`config.mk`:
```
export PLATFORM = sky130hd
export DESIGN_NAME = oscillator_setting_calculator_core
export DESIGN_NICKNAME = d
export VERILOG_FILES = /design/src/sv/oscset_pkg.sv /design/src/sv/oscset_prescale.sv /design/src/sv/oscset_range.sv /design/src/sv/oscset_dac.sv /design/src/sv/oscillator_setting_calculator_core.sv
export SDC_FILE = /design/constraint.sdc
export NUM_CORES = 2
export LEC_CHECK = 0
export BUFFER_PORTS_ARGS = -buffer_cell sky130_fd_sc_hd__buf_2
export CAP_MARGIN = 20
export CORE_MARGIN = 2
export CORE_UTILIZATION = 61
export DETAILED_ROUTE_END_ITERATION = 6
export HOLD_SLACK_MARGIN = 0.1
export PLACE_DENSITY = 0.77
export SLEW_MARGIN = 15
export SYNTH_ARGS = -nofsm -noshare
export SYNTH_HDL_FRONTEND = slang
export SYNTH_SLANG_ARGS = --single-unit
```
`constraint.sdc`:
```
create_clock -name clk -period 19.1 [get_ports clk]
set_input_delay 5.73 -clock clk [delete_from_list [all_inputs] [get_ports clk]]
set_output_delay 5.73 -clock clk [all_outputs]
set_load 0.01 [all_outputs]
```
`src/sv/oscset_pkg.sv`:
```
// ----------------------------------------------------------------------------
// oscset_pkg
// shared widths, range table, configuration codes and item types for the
// oscillator setting calculator
// ----------------------------------------------------------------------------
package oscset_pkg;

    localparam int FREQ_W      = 26;
    localparam int MASTER_W    = 32;
    localparam int EXP_W       = 4;
    localparam int DAC_W       = 10;
    localparam int OFFSET_W    = 8;
    localparam int BASE_W      = 5;
    localparam int CFG_IDX_W   = 3;

    // exponents 0..8 are tried, 9 means no window fit
    localparam int             EXP_STEPS = 9;
    localparam logic [EXP_W-1:0] EXP_NONE = 4'd9;

    localparam int RANGE_COUNT = 13;
    localparam int RANGE_IDX_W = 4;
    localparam logic [RANGE_IDX_W-1:0] RANGE_DEFAULT = 4'd6;
    // distance to a center within a containing range stays at most half a range width
    localparam int DIST_W      = 22;
    localparam int GROUP_SIZE  = 4;
    localparam int GROUP_COUNT = 4;

    localparam int unsigned DAC_STEP_HZ_DEFAULT = 5000;

    localparam logic [FREQ_W-1:0] FREQ_LOW_RESET  = 26'd130000;
    localparam logic [FREQ_W-1:0] FREQ_HIGH_RESET = 26'd66600000;
    localparam logic [FREQ_W-1:0] WIN_LOW_RESET   = 26'd33300000;
    localparam logic [FREQ_W-1:0] WIN_HIGH_RESET  = 26'd66600000;
    localparam logic [BASE_W-1:0] BASE_RESET      = 5'd0;

    localparam logic [MASTER_W-1:0] RANGE_LO [RANGE_COUNT] = '{
        32'd30740000, 32'd33300000, 32'd35860000, 32'd38420000, 32'd40980000,
        32'd43540000, 32'd46100000, 32'd48660000, 32'd51220000, 32'd53780000,
        32'd56340000, 32'd58900000, 32'd61460000
    };
    localparam logic [MASTER_W-1:0] RANGE_HI [RANGE_COUNT] = '{
        32'd35860000, 32'd38420000, 32'd40980000, 32'd43540000, 32'd46100000,
        32'd48660000, 32'd51220000, 32'd53780000, 32'd56340000, 32'd58900000,
        32'd61460000, 32'd64020000, 32'd66580000
    };

    typedef enum logic [CFG_IDX_W-1:0] {
        CFG_FREQ_LOW    = 3'd0,
        CFG_FREQ_HIGH   = 3'd1,
        CFG_WIN_LOW     = 3'd2,
        CFG_WIN_HIGH    = 3'd3,
        CFG_BASE_OFFSET = 3'd4
    } cfg_index_t;

    typedef struct packed {
        logic [FREQ_W-1:0] freq_low_limit;
        logic [FREQ_W-1:0] freq_high_limit;
        logic [FREQ_W-1:0] osc_window_low;
        logic [FREQ_W-1:0] osc_window_high;
        logic [BASE_W-1:0] base_range_offset;
    } cfg_t;

    typedef struct packed {
        logic                ok;
        logic [EXP_W-1:0]    exp;
        logic [MASTER_W-1:0] master;
    } pre_item_t;

    typedef struct packed {
        logic                   ok;
        logic [EXP_W-1:0]       exp;
        logic [MASTER_W-1:0]    master;
        logic [RANGE_IDX_W-1:0] idx;
    } rng_item_t;

    function automatic logic [MASTER_W-1:0] range_center(input logic [RANGE_IDX_W-1:0] i);
        return RANGE_LO[i] + ((RANGE_HI[i] - RANGE_LO[i]) >> 1);
    endfunction

endpackage

```
`src/sv/oscset_prescale.sv`:
```
// ----------------------------------------------------------------------------
// oscset_prescale
// limit check and prescale exponent search, one register stage
// ----------------------------------------------------------------------------
module oscset_prescale (
    input  logic                                  clk,
    input  logic                                  rst_n,
    input  oscset_pkg::cfg_t                      cfg,
    input  logic                                  in_valid,
    output logic                                  in_ready,
    input  logic [oscset_pkg::FREQ_W-1:0]         wanted_freq,
    output logic                                  out_valid,
    input  logic                                  out_ready,
    output oscset_pkg::pre_item_t                 out_item
);

    localparam int WIDE_W = oscset_pkg::FREQ_W + oscset_pkg::EXP_STEPS - 1;

    logic [WIDE_W-1:0]                 wide    [oscset_pkg::EXP_STEPS];
    logic [oscset_pkg::MASTER_W-1:0]   shifted [oscset_pkg::EXP_STEPS];
    logic [oscset_pkg::EXP_STEPS-1:0]  fit;
    oscset_pkg::pre_item_t             item_next;
    oscset_pkg::pre_item_t             item_reg;
    logic                              valid_reg;

    always_comb
    begin
        item_next.ok = (wanted_freq >= cfg.freq_low_limit) &&
                       (wanted_freq <= cfg.freq_high_limit);
        for (int e = 0; e < oscset_pkg::EXP_STEPS; e++)
        begin
            wide[e]    = WIDE_W'(wanted_freq) << e;
            shifted[e] = wide[e][oscset_pkg::MASTER_W-1:0];
            fit[e]     = (shifted[e] > oscset_pkg::MASTER_W'(cfg.osc_window_low)) &&
                         (shifted[e] < oscset_pkg::MASTER_W'(cfg.osc_window_high));
        end
        // no fit keeps the largest shift
        item_next.exp    = oscset_pkg::EXP_NONE;
        item_next.master = shifted[oscset_pkg::EXP_STEPS-1];
        for (int e = oscset_pkg::EXP_STEPS - 1; e >= 0; e--)
        begin
            if (fit[e])
            begin
                item_next.exp    = oscset_pkg::EXP_W'(e);
                item_next.master = shifted[e];
            end
        end
    end

    assign in_ready  = !valid_reg || out_ready;
    assign out_valid = valid_reg;
    assign out_item  = item_reg;

    always_ff @(posedge clk or negedge rst_n)
    begin
        if (!rst_n)
        begin
            valid_reg <= 1'b0;
        end
        else if (in_ready)
        begin
            valid_reg <= in_valid;
        end
    end

    always_ff @(posedge clk)
    begin
        if (in_ready && in_valid)
        begin
            item_reg <= item_next;
        end
    end

endmodule

```
`src/sv/oscset_range.sv`:
```
// ----------------------------------------------------------------------------
// oscset_range
// picks the containing range with the closest center, else the default range:
// distance stage, group minimum stage, final minimum stage
// ----------------------------------------------------------------------------
module oscset_range (
    input  logic                   clk,
    input  logic                   rst_n,
    input  logic                   in_valid,
    output logic                   in_ready,
    input  oscset_pkg::pre_item_t  in_item,
    output logic                   out_valid,
    input  logic                   out_ready,
    output oscset_pkg::rng_item_t  out_item
);

    localparam int N   = oscset_pkg::RANGE_COUNT;
    localparam int G   = oscset_pkg::GROUP_COUNT;
    localparam int IW  = oscset_pkg::RANGE_IDX_W;
    localparam int DW  = oscset_pkg::DIST_W;

    // stage b: containment and distance per range
    logic                       b_valid_reg;
    oscset_pkg::pre_item_t      b_item_reg;
    logic [N-1:0]               b_hit_next;
    logic [N-1:0]               b_hit_reg;
    logic [DW-1:0]              b_dist_next [N];
    logic [DW-1:0]              b_dist_reg  [N];

    // stage c: best per group
    logic                       c_valid_reg;
    oscset_pkg::pre_item_t      c_item_reg;
    logic [G-1:0]               c_hit_next;
    logic [G-1:0]               c_hit_reg;
    logic [DW-1:0]              c_dist_next [G];
    logic [DW-1:0]              c_dist_reg  [G];
    logic [IW-1:0]              c_idx_next  [G];
    logic [IW-1:0]              c_idx_reg   [G];

    // stage d: overall best
    logic                       d_valid_reg;
    oscset_pkg::rng_item_t      d_item_next;
    oscset_pkg::rng_item_t      d_item_reg;

    logic                       b_ready;
    logic                       c_ready;
    logic                       d_ready;

    logic [oscset_pkg::MASTER_W-1:0] center [N];
    logic [oscset_pkg::MASTER_W-1:0] diff   [N];
    logic                            d_hit;
    logic [DW-1:0]                   d_dist;

    always_comb
    begin
        for (int i = 0; i < N; i++)
        begin
            center[i]     = oscset_pkg::range_center(IW'(i));
            b_hit_next[i] = (in_item.master >= oscset_pkg::RANGE_LO[i]) &&
                            (in_item.master <= oscset_pkg::RANGE_HI[i]);
            diff[i]       = (center[i] >= in_item.master) ? center[i] - in_item.master
                                                          : in_item.master - center[i];
            b_dist_next[i] = diff[i][DW-1:0];
        end
    end

    // lower index wins on equal distance
    always_comb
    begin
        for (int g = 0; g < G; g++)
        begin
            c_hit_next[g]  = 1'b0;
            c_dist_next[g] = '0;
            c_idx_next[g]  = IW'(g * oscset_pkg::GROUP_SIZE);
            for (int k = 0; k < oscset_pkg::GROUP_SIZE; k++)
            begin
                if (g * oscset_pkg::GROUP_SIZE + k < N)
                begin
                    if (b_hit_reg[g * oscset_pkg::GROUP_SIZE + k] &&
                        (!c_hit_next[g] ||
                         b_dist_reg[g * oscset_pkg::GROUP_SIZE + k] < c_dist_next[g]))
                    begin
                        c_hit_next[g]  = 1'b1;
                        c_dist_next[g] = b_dist_reg[g * oscset_pkg::GROUP_SIZE + k];
                        c_idx_next[g]  = IW'(g * oscset_pkg::GROUP_SIZE + k);
                    end
                end
            end
        end
    end

    always_comb
    begin
        d_hit            = 1'b0;
        d_dist           = '0;
        d_item_next.ok     = c_item_reg.ok;
        d_item_next.exp    = c_item_reg.exp;
        d_item_next.master = c_item_reg.master;
        d_item_next.idx    = oscset_pkg::RANGE_DEFAULT;
        for (int g = 0; g < G; g++)
        begin
            if (c_hit_reg[g] && (!d_hit || c_dist_reg[g] < d_dist))
            begin
                d_hit           = 1'b1;
                d_dist          = c_dist_reg[g];
                d_item_next.idx = c_idx_reg[g];
            end
        end
    end

    assign d_ready   = !d_valid_reg || out_ready;
    assign c_ready   = !c_valid_reg || d_ready;
    assign b_ready   = !b_valid_reg || c_ready;
    assign in_ready  = b_ready;
    assign out_valid = d_valid_reg;
    assign out_item  = d_item_reg;

    always_ff @(posedge clk or negedge rst_n)
    begin
        if (!rst_n)
        begin
            b_valid_reg <= 1'b0;
            c_valid_reg <= 1'b0;
            d_valid_reg <= 1'b0;
        end
        else
        begin
            if (b_ready)
            begin
                b_valid_reg <= in_valid;
            end
            if (c_ready)
            begin
                c_valid_reg <= b_valid_reg;
            end
            if (d_ready)
            begin
                d_valid_reg <= c_valid_reg;
            end
        end
    end

    always_ff @(posedge clk)
    begin
        if (b_ready && in_valid)
        begin
            b_item_reg <= in_item;
            b_hit_reg  <= b_hit_next;
            b_dist_reg <= b_dist_next;
        end
        if (c_ready && b_valid_reg)
        begin
            c_item_reg <= b_item_reg;
            c_hit_reg  <= c_hit_next;
            c_dist_reg <= c_dist_next;
            c_idx_reg  <= c_idx_next;
        end
        if (d_ready && c_valid_reg)
        begin
            d_item_reg <= d_item_next;
        end
    end

endmodule

```
`src/sv/oscset_dac.sv`:
```
// ----------------------------------------------------------------------------
// oscset_dac
// offset code, range difference and constant divide by reciprocal multiply
// split into two partial products; last stage is the output register
// ----------------------------------------------------------------------------
module oscset_dac #(
    parameter int unsigned DAC_STEP_HZ = oscset_pkg::DAC_STEP_HZ_DEFAULT
) (
    input  logic                                  clk,
    input  logic                                  rst_n,
    input  logic [oscset_pkg::BASE_W-1:0]         base_range_offset,
    input  logic                                  in_valid,
    output logic                                  in_ready,
    input  oscset_pkg::rng_item_t                 in_item,
    output logic                                  out_valid,
    input  logic                                  out_ready,
    output logic                                  accepted,
    output logic [oscset_pkg::EXP_W-1:0]          prescale_exponent,
    output logic [oscset_pkg::DAC_W-1:0]          dac_code,
    output logic [oscset_pkg::OFFSET_W-1:0]       offset_code
);

    localparam int MW          = oscset_pkg::MASTER_W;
    // exact reciprocal: floor(n * m >> s) == floor(n / d) for every 32-bit n
    localparam int RECIP_SHIFT = MW + $clog2(DAC_STEP_HZ);
    localparam int RECIP_W     = MW + 1;
    localparam int RECIP_SPLIT = 17;
    localparam longint unsigned RECIP_FULL =
        ((64'd1 << RECIP_SHIFT) + 64'(DAC_STEP_HZ) - 64'd1) / 64'(DAC_STEP_HZ);
    localparam logic [RECIP_W-1:0] RECIP    = RECIP_W'(RECIP_FULL);
    localparam logic [RECIP_SPLIT-1:0] RECIP_LO = RECIP[RECIP_SPLIT-1:0];
    localparam logic [RECIP_W-RECIP_SPLIT-1:0] RECIP_HI = RECIP[RECIP_W-1:RECIP_SPLIT];
    localparam int PLO_W  = MW + RECIP_SPLIT;
    localparam int PHI_W  = MW + RECIP_W - RECIP_SPLIT;
    localparam int PROD_W = MW + RECIP_W;

    // stage e: difference and offset
    logic                                   e_valid_reg;
    logic                                   e_ok_reg;
    logic [oscset_pkg::EXP_W-1:0]           e_exp_reg;
    logic [MW-1:0]                          e_diff_next;
    logic [MW-1:0]                          e_diff_reg;
    logic [oscset_pkg::OFFSET_W-1:0]        e_offset_next;
    logic [oscset_pkg::OFFSET_W-1:0]        e_offset_reg;

    // stage f: partial products
    logic                                   f_valid_reg;
    logic                                   f_ok_reg;
    logic [oscset_pkg::EXP_W-1:0]           f_exp_reg;
    logic [oscset_pkg::OFFSET_W-1:0]        f_offset_reg;
    logic [PLO_W-1:0]                       f_plo_next;
    logic [PLO_W-1:0]                       f_plo_reg;
    logic [PHI_W-1:0]                       f_phi_next;
    logic [PHI_W-1:0]                       f_phi_reg;

    // stage g: output register
    logic                                   g_valid_reg;
    logic [PROD_W-1:0]                      g_prod;
    logic                                   g_ok_next;
    logic                                   g_ok_reg;
    logic [oscset_pkg::EXP_W-1:0]           g_exp_next;
    logic [oscset_pkg::EXP_W-1:0]           g_exp_reg;
    logic [oscset_pkg::DAC_W-1:0]           g_dac_next;
    logic [oscset_pkg::DAC_W-1:0]           g_dac_reg;
    logic [oscset_pkg::OFFSET_W-1:0]        g_offset_next;
    logic [oscset_pkg::OFFSET_W-1:0]        g_offset_reg;

    logic e_ready;
    logic f_ready;
    logic g_ready;

    always_comb
    begin
        // master below the range minimum wraps
        e_diff_next   = in_item.master - oscset_pkg::RANGE_LO[in_item.idx];
        e_offset_next = oscset_pkg::OFFSET_W'(base_range_offset) +
                        oscset_pkg::OFFSET_W'(in_item.idx) -
                        oscset_pkg::OFFSET_W'(oscset_pkg::RANGE_DEFAULT);
    end

    always_comb
    begin
        f_plo_next = PLO_W'(e_diff_reg) * PLO_W'(RECIP_LO);
        f_phi_next = PHI_W'(e_diff_reg) * PHI_W'(RECIP_HI);
    end

    // rejected items give all-zero fields
    always_comb
    begin
        g_prod        = (PROD_W'(f_phi_reg) << RECIP_SPLIT) + PROD_W'(f_plo_reg);
        g_ok_next     = f_ok_reg;
        g_exp_next    = f_ok_reg ? f_exp_reg : '0;
        g_dac_next    = f_ok_reg ? g_prod[RECIP_SHIFT +: oscset_pkg::DAC_W] : '0;
        g_offset_next = f_ok_reg ? f_offset_reg : '0;
    end

    assign g_ready  = !g_valid_reg || out_ready;
    assign f_ready  = !f_valid_reg || g_ready;
    assign e_ready  = !e_valid_reg || f_ready;
    assign in_ready = e_ready;

    assign out_valid         = g_valid_reg;
    assign accepted          = g_ok_reg;
    assign prescale_exponent = g_exp_reg;
    assign dac_code          = g_dac_reg;
    assign offset_code       = g_offset_reg;

    always_ff @(posedge clk or negedge rst_n)
    begin
        if (!rst_n)
        begin
            e_valid_reg <= 1'b0;
            f_valid_reg <= 1'b0;
            g_valid_reg <= 1'b0;
        end
        else
        begin
            if (e_ready)
            begin
                e_valid_reg <= in_valid;
            end
            if (f_ready)
            begin
                f_valid_reg <= e_valid_reg;
            end
            if (g_ready)
            begin
                g_valid_reg <= f_valid_reg;
            end
        end
    end

    always_ff @(posedge clk)
    begin
        if (e_ready && in_valid)
        begin
            e_ok_reg     <= in_item.ok;
            e_exp_reg    <= in_item.exp;
            e_diff_reg   <= e_diff_next;
            e_offset_reg <= e_offset_next;
        end
        if (f_ready && e_valid_reg)
        begin
            f_ok_reg     <= e_ok_reg;
            f_exp_reg    <= e_exp_reg;
            f_offset_reg <= e_offset_reg;
            f_plo_reg    <= f_plo_next;
            f_phi_reg    <= f_phi_next;
        end
        if (g_ready && f_valid_reg)
        begin
            g_ok_reg     <= g_ok_next;
            g_exp_reg    <= g_exp_next;
            g_dac_reg    <= g_dac_next;
            g_offset_reg <= g_offset_next;
        end
    end

endmodule

```
`src/sv/oscillator_setting_calculator_core.sv`:
```
// ----------------------------------------------------------------------------
// oscillator_setting_calculator_core
// stages: 7 register stages, the first loaded at the accept edge
//   (1 prescale stage, 3 range select stages, 3 dac stages ending in the
//   output register)
// throughput: one item per cycle unless stalled; every stage holds its item
//   under backpressure and takes a new one as soon as its successor frees up
// reset: configuration registers return to their defaults, pipeline empties
// ----------------------------------------------------------------------------
module oscillator_setting_calculator_core #(
    parameter int unsigned DAC_STEP_HZ = oscset_pkg::DAC_STEP_HZ_DEFAULT
) (
    input  logic                                  clk,
    input  logic                                  rst_n,

    // configuration write channel
    input  logic                                  cfg_valid,
    output logic                                  cfg_ready,
    input  logic [oscset_pkg::CFG_IDX_W-1:0]      cfg_index,
    input  logic [oscset_pkg::FREQ_W-1:0]         cfg_data,

    // request items
    input  logic                                  in_valid,
    output logic                                  in_ready,
    input  logic [oscset_pkg::FREQ_W-1:0]         wanted_freq,

    // result items
    output logic                                  out_valid,
    input  logic                                  out_ready,
    output logic                                  accepted,
    output logic [oscset_pkg::EXP_W-1:0]          prescale_exponent,
    output logic [oscset_pkg::DAC_W-1:0]          dac_code,
    output logic [oscset_pkg::OFFSET_W-1:0]       offset_code
);

    // configuration registers, to be written only while no item is in flight,
    // so every stage reads them live; the block itself does not enforce this
    oscset_pkg::cfg_t       cfg_reg;

    // prescale -> range select
    logic                   pre_valid;
    logic                   pre_ready;
    oscset_pkg::pre_item_t  pre_item;

    // range select -> dac
    logic                   rng_valid;
    logic                   rng_ready;
    oscset_pkg::rng_item_t  rng_item;

    // writes are always accepted
    assign cfg_ready = 1'b1;

    always_ff @(posedge clk or negedge rst_n)
    begin
        if (!rst_n)
        begin
            cfg_reg.freq_low_limit    <= oscset_pkg::FREQ_LOW_RESET;
            cfg_reg.freq_high_limit   <= oscset_pkg::FREQ_HIGH_RESET;
            cfg_reg.osc_window_low    <= oscset_pkg::WIN_LOW_RESET;
            cfg_reg.osc_window_high   <= oscset_pkg::WIN_HIGH_RESET;
            cfg_reg.base_range_offset <= oscset_pkg::BASE_RESET;
        end
        else if (cfg_valid && cfg_ready)
        begin
            // indexes past the register list are dropped
            unique case (oscset_pkg::cfg_index_t'(cfg_index))
                oscset_pkg::CFG_FREQ_LOW:    cfg_reg.freq_low_limit    <= cfg_data;
                oscset_pkg::CFG_FREQ_HIGH:   cfg_reg.freq_high_limit   <= cfg_data;
                oscset_pkg::CFG_WIN_LOW:     cfg_reg.osc_window_low    <= cfg_data;
                oscset_pkg::CFG_WIN_HIGH:    cfg_reg.osc_window_high   <= cfg_data;
                oscset_pkg::CFG_BASE_OFFSET:
                begin
                    cfg_reg.base_range_offset <= cfg_data[oscset_pkg::BASE_W-1:0];
                end
                default:
                begin
                    cfg_reg <= cfg_reg;
                end
            endcase
        end
    end

    // limit check, first exponent that lands inside the window
    oscset_prescale u_prescale (
        .clk         (clk),
        .rst_n       (rst_n),
        .cfg         (cfg_reg),
        .in_valid    (in_valid),
        .in_ready    (in_ready),
        .wanted_freq (wanted_freq),
        .out_valid   (pre_valid),
        .out_ready   (pre_ready),
        .out_item    (pre_item)
    );

    // closest-center containing range, default index when none contains it
    oscset_range u_range (
        .clk       (clk),
        .rst_n     (rst_n),
        .in_valid  (pre_valid),
        .in_ready  (pre_ready),
        .in_item   (pre_item),
        .out_valid (rng_valid),
        .out_ready (rng_ready),
        .out_item  (rng_item)
    );

    // offset code and fine-tune code, result register
    oscset_dac #(
        .DAC_STEP_HZ (DAC_STEP_HZ)
    ) u_dac (
        .clk               (clk),
        .rst_n             (rst_n),
        .base_range_offset (cfg_reg.base_range_offset),
        .in_valid          (rng_valid),
        .in_ready          (rng_ready),
        .in_item           (rng_item),
        .out_valid         (out_valid),
        .out_ready         (out_ready),
        .accepted          (accepted),
        .prescale_exponent (prescale_exponent),
        .dac_code          (dac_code),
        .offset_code       (offset_code)
    );

endmodule
```
==> metrics.md <==
| Metric | Value |
|---|---|
| Status | `finished clean` |
| Top cell type's share of synthesized area | `0.294` |
| Initial Util | `0.613` |
| Synth Warn # | `0` |
| Vias post-DR | `52,700` |
| GPL Wtd Cong | `0.973` |
| CP endpoint kind | `primary output` |
| CP Data Arrival Time | `7.57 ns` |
| Worst skew pair latency | `0.70 ns` |
| Vias in the first global route | `52,600` |
| Setup bufs post-CTS | `0` |
| Hold depth | `0` |
| GR Overflow Total | `0` |
| Pin count of the biggest net entering global routing | `163` |
| Sequential area share after synthesis | `0.337` |
| Detailed placement HPWL | `143,000 µm` |
| Syn avg cell area | `10.2 µm²` |
| Reg2reg setup slack | `9.20 ns` |
| Setup CP Type | `primary input to primary output` |
| Nets | `8,289` |
| DR iter-0 viols | `5,602` |
| Ys flop type | `edfxtp_1` |
| Die height | `342 µm` |
| Layout Skew | `0.0201 ns` |
| Chip width | `342 µm` |
| Worst r2r src | `u_range.b_hit_reg[0]$_DFFE_PP_` |
| Port buffer count | `84` |
| Layout cells sized above 1 | `0.0754` |
| Post-route minimum period | `13.30 ns` |
| Vias per inst | `6.26` |
| Worst Hold End | `u_dac.f_offset_reg[4]$_DFFE_PP_` |
| Worst-path fanout max | `5` |
| Yosys reg bits | `800` |
| Synthesized netlist net count | `8,296` |
| Fmax | `75.2 MHz` |
| Fill cell count | `8,827` |
| PostCTS Resize Cnt | `0` |
| CTS root buf | `clkbuf_16` |
| H-tree depth | `3` |
| Hold crit path type | `flop to flop` |
| Drt total wl | `191,000 µm` |
| Syn Std Cell Area | `69,800 µm²` |
| Remaining DRCs | `0` |
| Yosys cell types | `92` |
| Final Hold Violating Endpoints | `0` |
| MaxCap Viol Count | `0` |
| Max reg flops | `274` |
| Wire per inst | `22.7 µm` |
| Core region area | `114,000 µm²` |
| DRT Pass-1 Iters | `6` |
| First-pass GRT wire length | `297,000 µm` |
| Worst-case clock buffer depth | `3` |
| Ranking of synthesized cells by area | `edfxtp_1 29%, ha_1 18%, fa_1 11%` |
| Final worst path period share | `0.697` |
| Crit start category | `primary input` |
| Commonest non-fill, non-tap cell in the layout | `ha_1` |
| Worst slew pin tran | `1.11 ns` |
| Most frequent cells in the layout | `1,019 x ha_1, 779 x inv_1, 684 x edfxtp_1` |
| Post-Syn Instances | `6,836` |
| Pre-CTS WS | `5.83 ns` |
| Max-slew violations | `0` |
| Initial antenna violation count | `5` |
| Ports | `86` |
| Final ANT Viol Nets | `0` |
| Depth of the worst register-to-register path | `35` |
| Rel. slew slack | `0.258` |
| RSZ-0062 raised after global routing | `no` |
| Die area | `117,000 µm²` |
| Num CTS Buffers | `87` |
| TritonCTS Sinks | `800` |
| Post-synth EDFFs | `684` |
| Site Rows | `124` |
| R2r endpoint | `u_range.c_dist_reg[86]$_DFFE_PP_` |
| Worst Path Required | `13.37 ns` |
| Hold Buf Count CTS | `0` |
| Gr usage total | `0.328` |
| Hold_ws | `0.416 ns` |
| Inst Count DP | `8,247` |
| Area Overhead vs Synth | `7.10%` |
| Synth area leader | `edfxtp_1` |
| Hold path start | `u_dac.e_offset_reg[4]$_DFFE_PP_` |
| Clk slew on worst S/H paths | `0.06 ns` |
| Final worst-path setup slack | `5.80 ns` |
| Asr flop ratio synth | `0.145` |
| Fin Setup TNS | `0 ns` |
| Endpoints failing setup | `0` |
| Layout Cells excl Fill | `8,414` |
| CTS tree | `done` |
## logic make-up (layout without fill, tap and decap cells)
group           count (synthesis)  in the layout  share of synthesized area
other cells                     1              3                  0.0000538
flops                         800            800                      0.337
buf+inv                      1047           1111                     0.0577
xor+xnor                      275            275                     0.0345
mux                           206            206                     0.0311
simple gates                 1598           1598                      0.110
fa+ha+maj                    1400           1400                      0.292
compound gates               1509           1509                      0.137
## cell type report
type | instances | area [µm²] | share of cell area
Clock buffer | 112 | 2320 | 0.0311
Antenna cell | 2 | 5.00 | 0.0000670
Tap cell | 1512 | 1890 | 0.0253
Timing Repair Buffer | 168 | 1110 | 0.0148
Multi-Input combinational cell | 4989 | 42400 | 0.567
Sequential cell | 800 | 23500 | 0.315
Clock inverter | 48 | 573 | 0.00767
Inverter | 783 | 2940 | 0.0393
## worst max path at each step
stage / startpoint / endpoint / slack, ns / cells after the start
floorplan: out_ready / u_range.b_dist_reg[0]$_DFFE_PP_ / 5.01 / 5
global placement: out_ready / in_ready / 5.82 / 6
detailed placement: out_ready / in_ready / 5.83 / 6
CTS: out_ready / in_ready / 5.83 / 6
global route: out_ready / in_ready / 5.68 / 6
finish: out_ready / in_ready / 5.80 / 6
## cell usage after synthesis, types with 25 or more instances
cell and number:
ha_1 1019, inv_1 779, edfxtp_1 684, nand2_1 512, a21oi_1 420, fa_1 381
nor2_1 381, o21ai_0 359, xnor2_1 218, a21o_1 205, clkbuf_1 200, mux2i_1 121
nand3_1 105, o21a_1 97, nand4_1 96, and2_1 88, mux2_2 85, nor3_1 82
nand2b_1 80, dfrtp_1 69, xor2_1 57, nor2b_1 53, or3_1 50, a31oi_1 49
dfstp_2 47, a211oi_1 42, a31o_2 38, buf_2 35, o211ai_1 33, a211o_1 32
a221oi_1 27, o22ai_1 27, nor4_1 25
## layer usage
layer / GRT usage / vias to the layer above / share of wire / routed length, µm
met4: 0.126 / 6 / 0.041 / 7810
li1: - / 24300 / - / -
met3: 0.0708 / 529 / 0.098 / 18700
met2: 0.518 / 2377 / 0.45 / 86100
met1: 0.445 / 25500 / 0.41 / 78700
met5: 0 / - / 0.00024 / 45
## metrics by stage
| step | util | cell area (µm²) |
|---|---|---|
| final | 0.656 | 74700 |
| after CTS | 0.655 | 74600 |
| after floorplan | - | 69800 |
| after global routing | 0.656 | 74700 |
| after detailed placement | 0.630 | 71700 |
| after global placement | 0.630 | 71700 |
## worst max-delay path, stage by stage
cell and delay (ns):
buf_2 0.10, nor2b_1 0.42, nand3_1 0.22, nor2_1 0.37, nand4_1 0.43, buf_2 0.29
Power is not shown: default switching activity piles up to over one toggle a cycle in this logic, so the estimate is an artifact.
